`config.mk`:
```
export PLATFORM = sky130hd
export DESIGN_NAME = top_k_min_heap_core
export DESIGN_NICKNAME = d
export VERILOG_FILES = /design/src/rtl/tkh_pkg.sv /design/src/rtl/tkh_ram.sv /design/src/rtl/top_k_min_heap_core.sv
export SDC_FILE = /design/constraint.sdc
export NUM_CORES = 1
export LEC_CHECK = 0
export ABC_CLOCK_PERIOD_IN_PS = 9600
export BUFFER_PORTS_ARGS = -buffer_cell sky130_fd_sc_hd__buf_4
export CORE_AREA = 2 2 312 314
export CTS_CLUSTER_SIZE = 40
export DETAILED_ROUTE_END_ITERATION = 8
export DIE_AREA = 0 0 314 316
export MAX_ROUTING_LAYER = met4
export SLEW_MARGIN = 20
export SYNTH_ARGS = -nofsm -noshare
export SYNTH_HDL_FRONTEND = slang
export SYNTH_HIERARCHICAL = 1
export SYNTH_SLANG_ARGS = --single-unit
```
`constraint.sdc`:
```
create_clock -name clk -period 9.6 [get_ports clk]
set_input_delay 0.48 -clock clk [delete_from_list [all_inputs] [get_ports clk]]
set_output_delay 0.48 -clock clk [all_outputs]
set_load 0.02 [all_outputs]
```
`src/rtl/tkh_pkg.sv`:
```
// Package for the top-K min-heap core: sizes, operation codes and payload types.
// Used by top_k_min_heap_core and its testbench; depends on nothing else.
`timescale 1ns / 1ps

package tkh_pkg;

  localparam int CAPACITY  = 10;
  localparam int TAG_BITS  = 16;

  localparam int SCORE_W   = 32;
  localparam int IN_TAG_W  = 16;
  localparam int OUT_CNT_W = 4;

  // Heap index, entry count and child index widths.
  localparam int IDX_W = (CAPACITY > 1) ? $clog2(CAPACITY) : 1;
  localparam int CNT_W = $clog2(CAPACITY + 1);
  localparam int CH_W  = IDX_W + 2;

  localparam logic OP_INSERT  = 1'b0;
  localparam logic OP_EXTRACT = 1'b1;

  typedef struct packed {
    logic                      func;
    logic signed [SCORE_W-1:0] score;
    logic [IN_TAG_W-1:0]       tag;
  } item_t;

  typedef struct packed {
    logic                      accepted;
    logic                      valid_res;
    logic signed [SCORE_W-1:0] min_score;
    logic [IN_TAG_W-1:0]       min_tag;
    logic [OUT_CNT_W-1:0]      count;
  } result_t;

  typedef struct packed {
    logic signed [SCORE_W-1:0] score;
    logic [TAG_BITS-1:0]       tag;
  } entry_t;

endpackage

```
`src/rtl/tkh_ram.sv`:
```
// Generic single-clock RAM: one write port, one read port with registered read data.
// Stand-alone; no package needed.
`timescale 1ns / 1ps

module tkh_ram #(
  parameter int WIDTH = 8,
  parameter int DEPTH = 16
) (
  input  logic                                  clk,
  input  logic                                  we,
  input  logic [((DEPTH > 1) ? $clog2(DEPTH) : 1)-1:0] wr_addr,
  input  logic [WIDTH-1:0]                      wr_data,
  input  logic                                  re,
  input  logic [((DEPTH > 1) ? $clog2(DEPTH) : 1)-1:0] rd_addr,
  output logic [WIDTH-1:0]                      rd_data
);

  logic [WIDTH-1:0] mem [DEPTH];

  always_ff @(posedge clk) begin
    if (we) begin
      mem[wr_addr] <= wr_data;
    end
    if (re) begin
      rd_data <= mem[rd_addr];
    end
  end

endmodule

```
`src/rtl/top_k_min_heap_core.sv`:
```
// Top-K min-heap core: sequencer that sifts entries through the heap memory.
// An extract on an empty heap finishes straight from idle. An insert reads its parent and climbs
// while smaller; on a full heap it reads the root and is dropped or replaces it. A replace or an
// extract sinks an entry level by level, reading the left child and then the right one.
// One transaction at a time; the next can be taken while done is high. Registered RAM reads set pace.
// Reset clears the count and the sequencer, not the heap RAM. Depends on tkh_pkg and tkh_ram.
`timescale 1ns / 1ps

module top_k_min_heap_core
  import tkh_pkg::*;
(
  input  logic    clk,
  input  logic    rst,
  input  logic    start,
  output logic    busy,
  input  item_t   item,
  output logic    done,
  output result_t result
);

  typedef enum logic [7:0] {
    S_IDLE     = 8'b0000_0001,
    S_ROOT     = 8'b0000_0010,
    S_EXT_ROOT = 8'b0000_0100,
    S_EXT_LAST = 8'b0000_1000,
    S_UP       = 8'b0001_0000,
    S_DN_L     = 8'b0010_0000,
    S_DN_R     = 8'b0100_0000,
    S_FIN      = 8'b1000_0000
  } state_t;

  state_t             state, state_next;
  logic [CNT_W-1:0]   cnt, cnt_next;
  logic [IDX_W-1:0]   pos, pos_next;
  logic [IDX_W-1:0]   best, best_next;
  entry_t             itm, itm_next;
  entry_t             bestv, bestv_next;
  entry_t             minv, minv_next;
  logic               acc, acc_next;
  logic               vld, vld_next;
  result_t            res_next;
  logic               finish;

  logic               ram_we, ram_re;
  logic [IDX_W-1:0]   ram_wa, ram_ra;
  entry_t             ram_wd, ram_rd;

  logic [CH_W-1:0]    left_c, right_c, cnt_c, sel_l;
  logic [IDX_W-1:0]   par_idx, sel_idx;
  entry_t             sel_v;
  entry_t             new_e;
  logic               cand_lt;

  tkh_ram #(
    .WIDTH($bits(entry_t)),
    .DEPTH(CAPACITY)
  ) u_heap (
    .clk     (clk),
    .we      (ram_we),
    .wr_addr (ram_wa),
    .wr_data (ram_wd),
    .re      (ram_re),
    .rd_addr (ram_ra),
    .rd_data (ram_rd)
  );

  assign busy  = (state != S_IDLE);
  assign new_e = '{score: item.score, tag: TAG_BITS'(item.tag)};

  always_comb begin
    left_c  = (CH_W'(pos) << 1) + CH_W'(1);
    right_c = left_c + CH_W'(1);
    cnt_c   = CH_W'(cnt);
    par_idx = IDX_W'((pos - IDX_W'(1)) >> 1);
  end

  always_comb begin
    state_next = state;
    cnt_next   = cnt;
    pos_next   = pos;
    best_next  = best;
    itm_next   = itm;
    bestv_next = bestv;
    minv_next  = minv;
    acc_next   = acc;
    vld_next   = vld;
    finish     = 1'b0;
    ram_we     = 1'b0;
    ram_wa     = pos;
    ram_wd     = itm;
    ram_re     = 1'b0;
    ram_ra     = '0;
    sel_idx    = pos;
    sel_v      = itm;
    sel_l      = '0;
    cand_lt    = 1'b0;

    unique case (state)
      S_IDLE: begin
        if (start) begin
          acc_next = 1'b0;
          vld_next = 1'b0;
          itm_next = new_e;
          if (item.func == OP_INSERT) begin
            if (cnt_c < CH_W'(CAPACITY)) begin
              acc_next = 1'b1;
              pos_next = IDX_W'(cnt);
              cnt_next = cnt + CNT_W'(1);
              if (cnt != '0) begin
                ram_re     = 1'b1;
                ram_ra     = IDX_W'((cnt - CNT_W'(1)) >> 1);
                state_next = S_UP;
              end else begin
                state_next = S_FIN;
              end
            end else begin
              ram_re     = 1'b1;
              ram_ra     = '0;
              state_next = S_ROOT;
            end
          end else if (cnt == '0) begin
            finish = 1'b1;
          end else begin
            ram_re     = 1'b1;
            ram_ra     = '0;
            state_next = S_EXT_ROOT;
          end
        end
      end

      S_ROOT: begin
        // Full heap: the new entry replaces the root only if it beats it.
        if ($signed(ram_rd.score) < $signed(itm.score)) begin
          acc_next = 1'b1;
          pos_next = '0;
          if (cnt_c > CH_W'(1)) begin
            ram_re     = 1'b1;
            ram_ra     = IDX_W'(1);
            state_next = S_DN_L;
          end else begin
            state_next = S_FIN;
          end
        end else begin
          finish     = 1'b1;
          state_next = S_IDLE;
        end
      end

      S_EXT_ROOT: begin
        minv_next  = ram_rd;
        vld_next   = 1'b1;
        cnt_next   = cnt - CNT_W'(1);
        ram_re     = 1'b1;
        ram_ra     = IDX_W'(cnt - CNT_W'(1));
        state_next = S_EXT_LAST;
      end

      S_EXT_LAST: begin
        // The last entry moves to the root and sifts down from there.
        itm_next = ram_rd;
        pos_next = '0;
        if (cnt_c > CH_W'(1)) begin
          ram_re     = 1'b1;
          ram_ra     = IDX_W'(1);
          state_next = S_DN_L;
        end else if (cnt == '0) begin
          finish     = 1'b1;
          state_next = S_IDLE;
        end else begin
          state_next = S_FIN;
        end
      end

      S_UP: begin
        if ($signed(itm.score) < $signed(ram_rd.score)) begin
          // The parent drops into the hole and the hole moves up.
          ram_we   = 1'b1;
          ram_wa   = pos;
          ram_wd   = ram_rd;
          pos_next = par_idx;
          if (par_idx != '0) begin
            ram_re = 1'b1;
            ram_ra = IDX_W'((par_idx - IDX_W'(1)) >> 1);
          end else begin
            state_next = S_FIN;
          end
        end else begin
          ram_we     = 1'b1;
          finish     = 1'b1;
          state_next = S_IDLE;
        end
      end

      S_DN_L, S_DN_R: begin
        if (state == S_DN_L) begin
          cand_lt = $signed(ram_rd.score) < $signed(itm.score);
          sel_idx = cand_lt ? IDX_W'(left_c) : pos;
          sel_v   = cand_lt ? ram_rd : itm;
        end else begin
          cand_lt = $signed(ram_rd.score) < $signed(bestv.score);
          sel_idx = cand_lt ? IDX_W'(right_c) : best;
          sel_v   = cand_lt ? ram_rd : bestv;
        end
        sel_l = (CH_W'(sel_idx) << 1) + CH_W'(1);
        if (state == S_DN_L && right_c < cnt_c) begin
          best_next  = sel_idx;
          bestv_next = sel_v;
          ram_re     = 1'b1;
          ram_ra     = IDX_W'(right_c);
          state_next = S_DN_R;
        end else if (sel_idx == pos) begin
          ram_we     = 1'b1;
          finish     = 1'b1;
          state_next = S_IDLE;
        end else begin
          // The smaller child moves up into the hole.
          ram_we   = 1'b1;
          ram_wa   = pos;
          ram_wd   = sel_v;
          pos_next = sel_idx;
          if (sel_l < cnt_c) begin
            ram_re     = 1'b1;
            ram_ra     = IDX_W'(sel_l);
            state_next = S_DN_L;
          end else begin
            state_next = S_FIN;
          end
        end
      end

      S_FIN: begin
        ram_we     = 1'b1;
        finish     = 1'b1;
        state_next = S_IDLE;
      end

      default: begin
        state_next = S_IDLE;
      end
    endcase
  end

  always_comb begin
    res_next.accepted  = acc_next;
    res_next.valid_res = vld_next;
    res_next.min_score = vld_next ? minv_next.score : '0;
    res_next.min_tag   = vld_next ? IN_TAG_W'(minv_next.tag) : '0;
    res_next.count     = OUT_CNT_W'(cnt_next);
  end

  always_ff @(posedge clk) begin
    if (rst) begin
      state <= S_IDLE;
      cnt   <= '0;
      done  <= 1'b0;
    end else begin
      state <= state_next;
      cnt   <= cnt_next;
      done  <= finish;
    end
  end

  always_ff @(posedge clk) begin
    pos   <= pos_next;
    best  <= best_next;
    itm   <= itm_next;
    bestv <= bestv_next;
    minv  <= minv_next;
    acc   <= acc_next;
    vld   <= vld_next;
    if (finish) begin
      result <= res_next;
    end
  end

  a_no_rw_overlap: assert property (@(posedge clk) disable iff (rst)
    (ram_we && ram_re) |-> (ram_wa != ram_ra))
    else $error("heap RAM read and write hit the same entry in one cycle");

  a_cnt_bound: assert property (@(posedge clk) disable iff (rst)
    CH_W'(cnt) <= CH_W'(CAPACITY))
    else $error("entry count exceeds capacity");

  a_done_idle: assert property (@(posedge clk) disable iff (rst)
    done |-> !busy)
    else $error("result strobe while sequencer still busy");

  a_empty_extract: assert property (@(posedge clk) disable iff (rst)
    (start && !busy && item.func == OP_EXTRACT && cnt == '0)
      |=> (done && !result.valid_res && result.count == '0))
    else $error("extract on empty heap not flagged at once");

  a_write_in_range: assert property (@(posedge clk) disable iff (rst)
    ram_we |-> (CH_W'(ram_wa) < CH_W'(cnt)))
    else $error("heap write beyond the held entries");

endmodule

```
Yosys cells after proc, flatten, opt, wreduce, memory -nomap -nowiden
Memory sizes are Yosys's and may differ from the RTL's. A register that Yosys moved wholly into a read port is not among the register bits.
Cells that the tools add are included.
{ "op_classes": {"addsub": 7, "n_lt_le_gt_ge": 7, "eq_ne": 19, "mux": 86, "reduce_logical": 12} }
{ "ops": {"columns": ["operator", "n"], "rows": [
  ["$mux 48", 8],
  ["$pmux 48 s2", 2],
  ["$mux 8", 14],
  ["$lt 32x32->1", 3],
  ["$mux 4", 20],
  ["$pmux 8 s6", 1],
  ["$mux 1", 30],
  ["$pmux 4 s6", 1],
  ["$pmux 4 s5", 1],
  ["$ne 2x2->1 const B", 7],
  ["$add 5x1->6 const B", 2],
  ["$lt 6x4->1", 2],
  ["$pmux 1 s6", 2],
  ["$mux 3", 3],
  ["$eq 8x1->1 const B", 1],
  ["$eq 8x2->1 const B", 1],
  ["$eq 8x3->1 const B", 1],
  ["$eq 8x4->1 const B", 1],
  ["$eq 8x5->1 const B", 1],
  ["$eq 8x6->1 const B", 1],
  ["$eq 8x7->1 const B", 1],
  ["$eq 8x8->1 const B", 1],
  ["$ne 8x1->1 const B", 1],
  ["$pmux 4 s2", 1],
  ["18 further kinds", 25]
]} }
{ "totals": {"regBits": 221, "ram_bits": 480, "input_bits": 52, "word_cells": 150, "memories": 1} }
{ "memory_table": {"columns": ["memory", "depth", "width", "rd", "rd_clocked_by_memory_dff", "wr", "line", "rtl"], "rows": [
  ["u_heap.mem", 10, 48, 1, 1, 1, "tkh_ram.sv:18", "logic [WIDTH-1:0] mem [DEPTH];"]
]} }

Logic depth before layout (Yosys ltp)
Gate-level depths: netlist of the first run.
{ "logic_depth": {"word_depth": 11, "ltp_mapped": 23, "ltp_nobuf": 20} }

Cells and area by module
The synthesis of the first run kept the hierarchy.
{ "modules_own_cells": {"columns": ["module", "n_inst", "cells_per_inst", "area_per_inst_um2", "seq_area_each_um2"], "rows": [
  ["tkh_ram", 1, 1038, 20191.9, 15855.2],
  ["top_k_min_heap_core", 1, 1477, 13112.6, 6005.8]
]} }

Least setup slack after synthesis of the first run
No wires, ideal clock.
{ "synth_timing": {"kind": "register -> register", "startpoint": "reg pos[0]", "endpoint": "mem u_heap/mem[0][0] (netlist bit) (enable)", "setup_time_ns": 0.513, "arrival_ns": 6.068, "slack_ns": 3.019, "path_stages_with_launch": 12, "n_path_buf": 2, "synth_period_minus_slack_ns": 6.581, "path_cell_list": "edfxtp_1 clkbuf_1 inv_1 ha_1 ha_1 a21o_1 a211o_1 nand2_1 clkbuf_1 o21ai_0 or3b_2 nor3_1"} }
{ "synth_between": {"elab_chain_len": 8} }
{ "synth_rtl": {"columns": ["item", "line", "rtl"], "rows": [
  ["from (decl)", "top_k_min_heap_core.sv:34", "logic [IDX_W-1:0] pos, pos_next;"],
  ["from (signal assigned)", "top_k_min_heap_core.sv:264", "pos <= pos_next;"],
  ["$add 5x1->6", "top_k_min_heap_core.sv:71", "left_c = (CH_W'(pos) << 1) + CH_W'(1);"],
  ["$add 6x1->6", "top_k_min_heap_core.sv:72", "right_c = left_c + CH_W'(1);"],
  ["$lt 6x4->1", "top_k_min_heap_core.sv:205", "if (state == S_DN_L && right_c < cnt_c) begin"],
  ["$logic_and 1x1->1", "top_k_min_heap_core.sv:205", null],
  ["$mux 1", "top_k_min_heap_core.sv:205", null],
  ["$pmux 1 s2", "top_k_min_heap_core.sv:98", "unique case (state)"],
  ["net ram_we", "top_k_min_heap_core.sv:44", "logic ram_we, ram_re;"],
  ["$mux 1", "tkh_ram.sv:21", "if (we) begin"],
  ["$mux 1 (not written as such)", "tkh_ram.sv:22", "mem[wr_addr] <= wr_data;"],
  ["to (decl)", "tkh_ram.sv:18", null]
]} }
The timed path passes the listed nets, and every way through them passes these cells.

Worst setup path in the final report of the first run
{ "layout_timing": {"startpoint": "reg u_heap.rd_data[33] (read register of u_heap.mem)", "endpoint": "reg u_heap.rd_data[14] (read register of u_heap.mem), data pin"} }
{ "layout_between": {"elab_chain_len": 10, "elab_cells_between_ends": 22, "cone_classes": "add/sub: 1; order compare: 4; eq/ne: 1; mux: 16"} }
{ "layout_rtl": {"columns": ["item", "line", "rtl"], "rows": [
  ["from (decl)", "tkh_ram.sv:15", "output logic [WIDTH-1:0] rd_data"],
  ["$lt 32x32->1 (on tied branches)", "top_k_min_heap_core.sv:200, top_k_min_heap_core.sv:133, top_k_min_heap_core.sv:196", null],
  ["$mux 4 (on tied branches)", "top_k_min_heap_core.sv:201, top_k_min_heap_core.sv:197", null],
  ["$mux 4", "top_k_min_heap_core.sv:195", "if (state == S_DN_L) begin"],
  ["$mux 4", "top_k_min_heap_core.sv:98", null],
  ["$add 5x1->6", "top_k_min_heap_core.sv:204", "sel_l = (CH_W'(sel_idx) << 1) + CH_W'(1);"],
  ["$lt 6x4->1", "top_k_min_heap_core.sv:221", "if (sel_l < cnt_c) begin"],
  ["$mux 4", "top_k_min_heap_core.sv:221", null],
  ["$mux 4", "top_k_min_heap_core.sv:211", "end else if (sel_idx == pos) begin"],
  ["$mux 4", "top_k_min_heap_core.sv:205", null],
  ["$pmux 4 s6 *", "top_k_min_heap_core.sv:98", null],
  ["net ram_ra[0]", "top_k_min_heap_core.sv:45", "logic [IDX_W-1:0] ram_wa, ram_ra;"]
]} }
The timed path passes the listed nets; every way through them passes the cells marked *. The select of a mux whose other input is x is not followed.
A chain may end at the register's enable or synchronous reset.

==> metrics.yaml, run 1 <==
outcome: "finished, final reports clean"
synth_area_um2: 33300
r2r-start: "u_heap/rd_data[33]"
port-buffer-count: 107
required_ps: 9940
fin_worst_skew_ps: 26.28
hpwl_um: 52740
yosysMostFrequentCell: "edfxtp_1"
min_to: "done"
drv_slew: 0
synthAdderAreaFrac_pct: 2.855
async_flop_share_pct: 0
arrival_ps: 7000
initial_core_util_pct: 34.69
ir_worst_vdd_mv: 0.1026
setup_viol: 0
crit_type: "reg2reg"
clock-sinks: 749
avgSynthCellArea_um2: 13.24
rrSetupSlack_ps: 2940
area_growth_pct: 13.89
yosysTopAreaCellShare_pct: 61.85
ys_seq_area_share_pct: 65.64
synth_flop_cell: "edfxtp_1"
ios: 108
worst_pin_slew_ps: 1126
clk_pin_slew_worst_paths_ps: 60
hp-start: "rst"
grt_max_degree: 109
synth_edf_count: 686
cts_root_buf: "clkbuf_16"
dieArea_um2: 99220
antenna_found_initial: 7
wl_um: 90710
setup_tns_ps: 0
place_congestion: 0.9239
yosys_warnings: 6
synth.area.top_cells: "edfxtp_1 (62%), nand2_1 (4.9%), mux2_2 (4.9%)"
nets: 2715
path_max_fanout: 50
ant_nets: 0
post_cts_buffers: 0
setup.worst_path.start_class: "flip-flop"
synthTopCellsByCount: "edfxtp_1 (686), nand2_1 (433), mux2_2 (144)"
fmax_mhz: 150.1
whs_path_depth: 2
h-tree-depth: 3
yosysUniqueCellTypes: 72
grt_pass1_vias: 21000
clk_latency_ps: 640
drive_above_1_share_pct: 16.83
final_util_pct: 39.51
core-area_um2: 95990
post-route-min-period_ps: 6661
synthCells: 2515
routed_via_density: 5.389
yosys.area.top_type: "edfxtp_1"
setup_ws_ps: 2939
synth_compound_area_share_pct: 10.10
drc: 0
holdBufCountCts: 0
hold_path_class: "in2reg"
reg2reg_to: "u_heap/rd_data[14]"
muxShareOfSynthArea_pct: 7.965
gr-total-overflow: 0
post_drt_wl_per_cell_um: 23.11
fin_crit_sh_pct: 69.38
p_leak_nw: 13.07
fp.dieW_um: 314
post_cts_resized: 0
dpl_worst_slack_ps: 2924
maxCapViolCount: 0
drtIter0Drc: 2105
critical-path-slowest-cell: "nand3_4"
clock_path_buffers: 3
rsz0062_at_grt: "false"
die_h_um: 316
final_area_um2: 37930
n_fill_cell: 8847
max_stage_delay_ps: 780
cts_buffers: 74
synth_xor_area_share_pct: 0.3419
grt_pass1_wl_um: 134100
power_mw: 7.239
ys_ff_latch: 749
synthSimpleGateAreaFrac_pct: 9.490
rr_worst_depth: 14
route.vias.total: 21150
timing.final.hold_violations: 0
std_cell_rows: 114
cp-end-kind: "flip-flop"
slew_headroom_pct: 24.24
powerDensity_nw_per_um2: 190.9
cts_tree: "built"
synth_top_family_by_area: "compound AO/OA/AOI/OAI gates"
grtUsageTotal_pct: 18.57
path_cells: "ha_1, a21oi_1, o21ai_0, a211oi_1, a31oi_2, o31ai_4, o211a_1, or2_4, o211ai_1, nand3_4, buf_4, mux2_2, o22ai_1, o31ai_1"
drtPass1Iterations: 5
syn_nets: 2643
placed_area_um2: 35370
kinds of logic after synthesis:
family	count (synthesis)
flip-flops	749
AO/OA/AOI/OAI	458
XOR/XNOR	13
adder cells (fa/ha/maj)	76
buffers and inverters	255
AND/OR/NAND/NOR	718
multiplexers	246
where the power goes:
part | internal, mW | leakage, nW | switching (mW) | total (mW)
Sequential | 3.67 | 6.74 | 0.0533 | 3.72
Combinational | 0.186 | 5.11 | 0.344 | 0.530
Clock | 1.75 | 1.23 | 1.24 | 2.99
Total | 5.60 | 13.1 | 1.64 | 7.24
worst max path at each step:
| stage | slack [ps] | end | cells after the start | start |
|---|---|---|---|---|
| 6_report | 2940 | u_heap/rd_data[14] | 14 | u_heap/rd_data[33] |
| 2_1_floorplan | 3020 | u_heap/mem[0][0] | 11 | pos[0] |
| 5_1_grt | 2560 | u_heap/rd_data[14] | 19 | u_heap/rd_data[35] |
| 4_1_cts | 2890 | u_heap/rd_data[14] | 18 | u_heap/rd_data[33] |
| 3_5_place_dp | 2920 | u_heap/rd_data[14] | 13 | u_heap/rd_data[33] |
| 3_3_place_gp | 3110 | u_heap/rd_data[14] | 13 | u_heap/rd_data[33] |
worst max-delay path: cells and delay by family (launching register included):
family / cells / cell delay [ps]
buffers and inverters: 1 / 740
DFF: 1 / 540
muxes: 1 / 420
adders and majority gates: 1 / 360
AOI/OAI and AO/OA: 9 / 2750
and+or+nand+nor: 2 / 1480
layer usage:
metal,routed length (µm),track usage (%),vias to the layer above,share of wire (%)
met5,0,-,-,0
met4,2864,6.905,0,3.2
met3,7794,3.240,179,8.6
met2,42490,29.64,954,47
met1,37560,23.71,10440,41
li1,-,-,9580,-
per-stage QoR:
stage	std cells	hold WS, ps
CTS	3918	62.47
detailed placement	3785	430.7
finish	3925	110.9
global route	3925	112.3
floorplan	2515	411.5
global placement	3785	425.9
layout by cell type (no fill, tap or decap), types with 5 or more instances in the layout:
| master | instances |
|---|---|
| a211o_1 | 9 |
| nor3_1 | 46 |
| inv_1 | 105 |
| a22o_1 | 51 |
| nand2_1 | 430 |
| mux2i_1 | 100 |
| o211ai_1 | 47 |
| o21a_1 | 29 |
| a21o_1 | 5 |
| mux2_2 | 144 |
| and3_1 | 5 |
| nor4_1 | 5 |
| o22a_1 | 43 |
| o21ai_0 | 42 |
| nand4_1 | 13 |
| nor2_1 | 52 |
| a31oi_1 | 30 |
| o31a_1 | 17 |
| o31ai_1 | 53 |
| inv_6 | 5 |
| clkinv_1 | 13 |
| nor2b_1 | 50 |
| nand3_1 | 62 |
| clkbuf_1 | 9 |
| edfxtp_1 | 686 |
| xor2_1 | 5 |
| a21oi_1 | 36 |
| clkbuf_16 | 76 |
| diode_2 | 5 |
| clkinv_2 | 11 |
| and2_1 | 9 |
| bufinv_16 | 10 |
| buf_4 | 142 |
| ha_1 | 76 |
| nor2_4 | 9 |
| xnor2_1 | 8 |
| dfxtp_1 | 63 |
| o22ai_1 | 55 |
state kept, by name, summed over array words and instances (netlist names), 4 cells and up:
signal	cells
best	4
bestv	48
cnt	4
itm	48
minv	48
pos	4
result	54
state	8
u_heap/mem	480
u_heap/rd_data	48
final cells by class:
cell class                      count  area, µm²  share of cell area, %
Antenna cell                        5      12.51                0.03299
Inverter                          106      397.9                  1.049
Tap cell                         1276       1597                  4.209
Multi-Input combinational cell   1511      10430                  27.49
Sequential cell                   749      21860                  57.63
Clock inverter                     45      518.0                  1.366
Timing Repair Buffer              145       1141                  3.008
Clock buffer                       88       1977                  5.212
No activity file was read; power rests on OpenSTA's default activity.
==> run 2, diff against run 1 <==
- ABC_CLOCK_PERIOD_IN_PS: 9600 -> 6900
- clock period: 9.6 -> 6.9 ns (I/O delays scaled with it)
==> run 2 against run 1 <==
First-iteration DRC count fell by 7.0%. Maximum frequency rose by 1.4%. Worst hold slack got worse by 88 ps. Clock skew rose by 11 ps. Register-to-register slack got worse by 2600 ps. Clock-buffer cell count did not move. Utilization rose by 0.26 points. Global-route usage rose by 0.62 points. Routed wire length rose by 2.6%. Critical path type unchanged. Highest routed layer unchanged.
==> metrics.yaml, run 2 (synthesis results as in run 1) <==
place_congestion: 0.8812
combPwrFrac_pct: 7.6
grtUsageTotal_pct: 19.19
outcome: "finished, final reports clean"
timing.final.hold_violations: 0
port-buffer-count: 107
powerDensity_nw_per_um2: 261.4
busiest_layer: "met2"
switching_share_pct: 22.94
dpl_worst_slack_ps: 495.7
hpwl_um: 53190
drv_slew: 0
maxCapViolCount: 0
p_sw_mw: 2.289
p_leak_nw: 13.16
layout_common_cells: "edfxtp_1 (686), nand2_1 (430), mux2_2 (144)"
grt_pass1_wl_um: 137500
route.vias.total: 21400
rrSetupSlack_ps: 330
post_drt_wl_per_cell_um: 23.56
clk_pin_slew_worst_paths_ps: 60
die_h_um: 316
cts_root_buf: "clkbuf_16"
largest_register_ffs: 480
diodes: 0
antenna_found_initial: 1
rsz0062_at_grt: "false"
cts_tree: "built"
worst_pin_slew_ps: 1058
clock-sinks: 749
cp-end-kind: "flip-flop"
grt_pass1_vias: 21350
cts_buffers: 75
area_growth_pct: 14.63
post_cts_buffers: 0
nets: 2741
fin_worst_skew_ps: 37.71
h-tree-depth: 3
clkPwrFrac_pct: 40.6
gr-total-overflow: 0
grtUsageMet3_pct: 3.450
intPower_mw: 7.690
initial_core_util_pct: 34.69
ant_nets: 0
core-area_um2: 95990
p_seq_share_pct: 51.8
drtIter0Drc: 1958
std_cell_rows: 114
arrival_ps: 6910
hold_path_class: "in2reg"
fin_crit_sh_pct: 95.22
grt_max_degree: 74
holdBufCountCts: 17
regMostFlops: "u_heap/mem"
fp.dieW_um: 314
setup.worst_path.start_class: "flip-flop"
drc: 0
setup_viol: 0
post_cts_resized: 0
dieArea_um2: 99220
required_ps: 7240
instances_no_fill: 3950
place_inst: 3795
fmax_mhz: 152.2
wl_um: 93050
n_fill_cell: 8824
routed_via_density: 5.417
post-route-min-period_ps: 6570
reg_top3: "u_heap/mem x480, result x54"
ios: 108
setup_tns_ps: 0
drive_above_1_share_pct: 17.05
grt_util_met1_pct: 24.26
crit_type: "reg2reg"
globalRouteMet2Util_pct: 31.26
clock_path_buffers: 3
final_common_cell: "edfxtp_1"
ir_worst_vdd_mv: 0.1760
slew_headroom_pct: 29.43
drtPass1Iterations: 5
setup_ws_ps: 329.9
clk_latency_ps: 640
path_max_fanout: 39
run 2: changes by cell type in the layout (fill, tap and decap cells not counted), sizes merged:
cell	delta
bufinv	-2
clkinv	+7
diode	-5
buf	+8
dlygate4sd3	+17
inv	-1
clkinvlp	+1
run 2: routing by layer:
layer / part of all wire [%] / wire, µm / up-vias
met2: 48 / 44470 / 835
li1: - / - / 9622
met1: 43 / 39550 / 10790
met4: 2.5 / 2286 / 0
met3: 7.2 / 6739 / 148
met5: 0 / 0 / -
run 2: power by group through the flow:
stage | logic [mW] | registers (mW) | clock network, mW
2_1_floorplan | 0.471 | 5.26 | 0
6_report | 0.754 | 5.17 | 4.06
3_3_place_gp | 0.724 | 5.26 | 0
5_1_grt | 0.822 | 5.18 | 4.30
4_1_cts | 0.754 | 5.17 | 4.14
3_5_place_dp | 0.743 | 5.27 | 0
run 2: per-stage QoR:
stage | utilization (%) | power (mW) | instance area, µm² | hold slack, ps
final | 39.77 | 9.979 | 38180 | 22.88
after global placement | 37.07 | 5.985 | 35580 | 425.0
after detailed placement | 37.07 | 6.009 | 35590 | 429.6
after global routing | 39.77 | 10.30 | 38180 | 35.87
after CTS | 39.77 | 10.06 | 38180 | 4.002
after floorplan | - | 5.734 | 33300 | 411.5
run 2: critical path, cell delays in order (launching register included):
cell and delay, ps:
edfxtp_1 510, ha_1 420, nand4_1 190, nor4_1 870
o31a_4 360, nor3_4 90, nor3_1 150, a221o_1 210
inv_1 100, ha_1 200, nand2b_1 160, or3_1 320
o211a_1 130, nor3_2 200, o211ai_1 320, o21ai_1 560
nor2b_4 430, buf_4 660, a22o_1 240, o31ai_1 70
run 2: area by class of cell:
cell class / instances / area [µm²] / area share [%]
timing repair buffer: 170 / 1494 / 3.913
clock buffer: 88 / 1936 / 5.070
tap: 1276 / 1597 / 4.182
clock inverter: 50 / 483.0 / 1.265
inverter: 106 / 397.9 / 1.042
multi-input combinational: 1511 / 10410 / 27.27
sequential: 749 / 21860 / 57.26
run 2: worst paths after layout:
kind | from | endpoint | cells after the start
max | u_heap/rd_data[47] | u_heap/rd_data[37] | 19
min | item[37] | itm[37] | 3
max reg2reg | u_heap/rd_data[47] | u_heap/rd_data[37] | 19
min reg2reg | minv[27] | minv[27] | 2
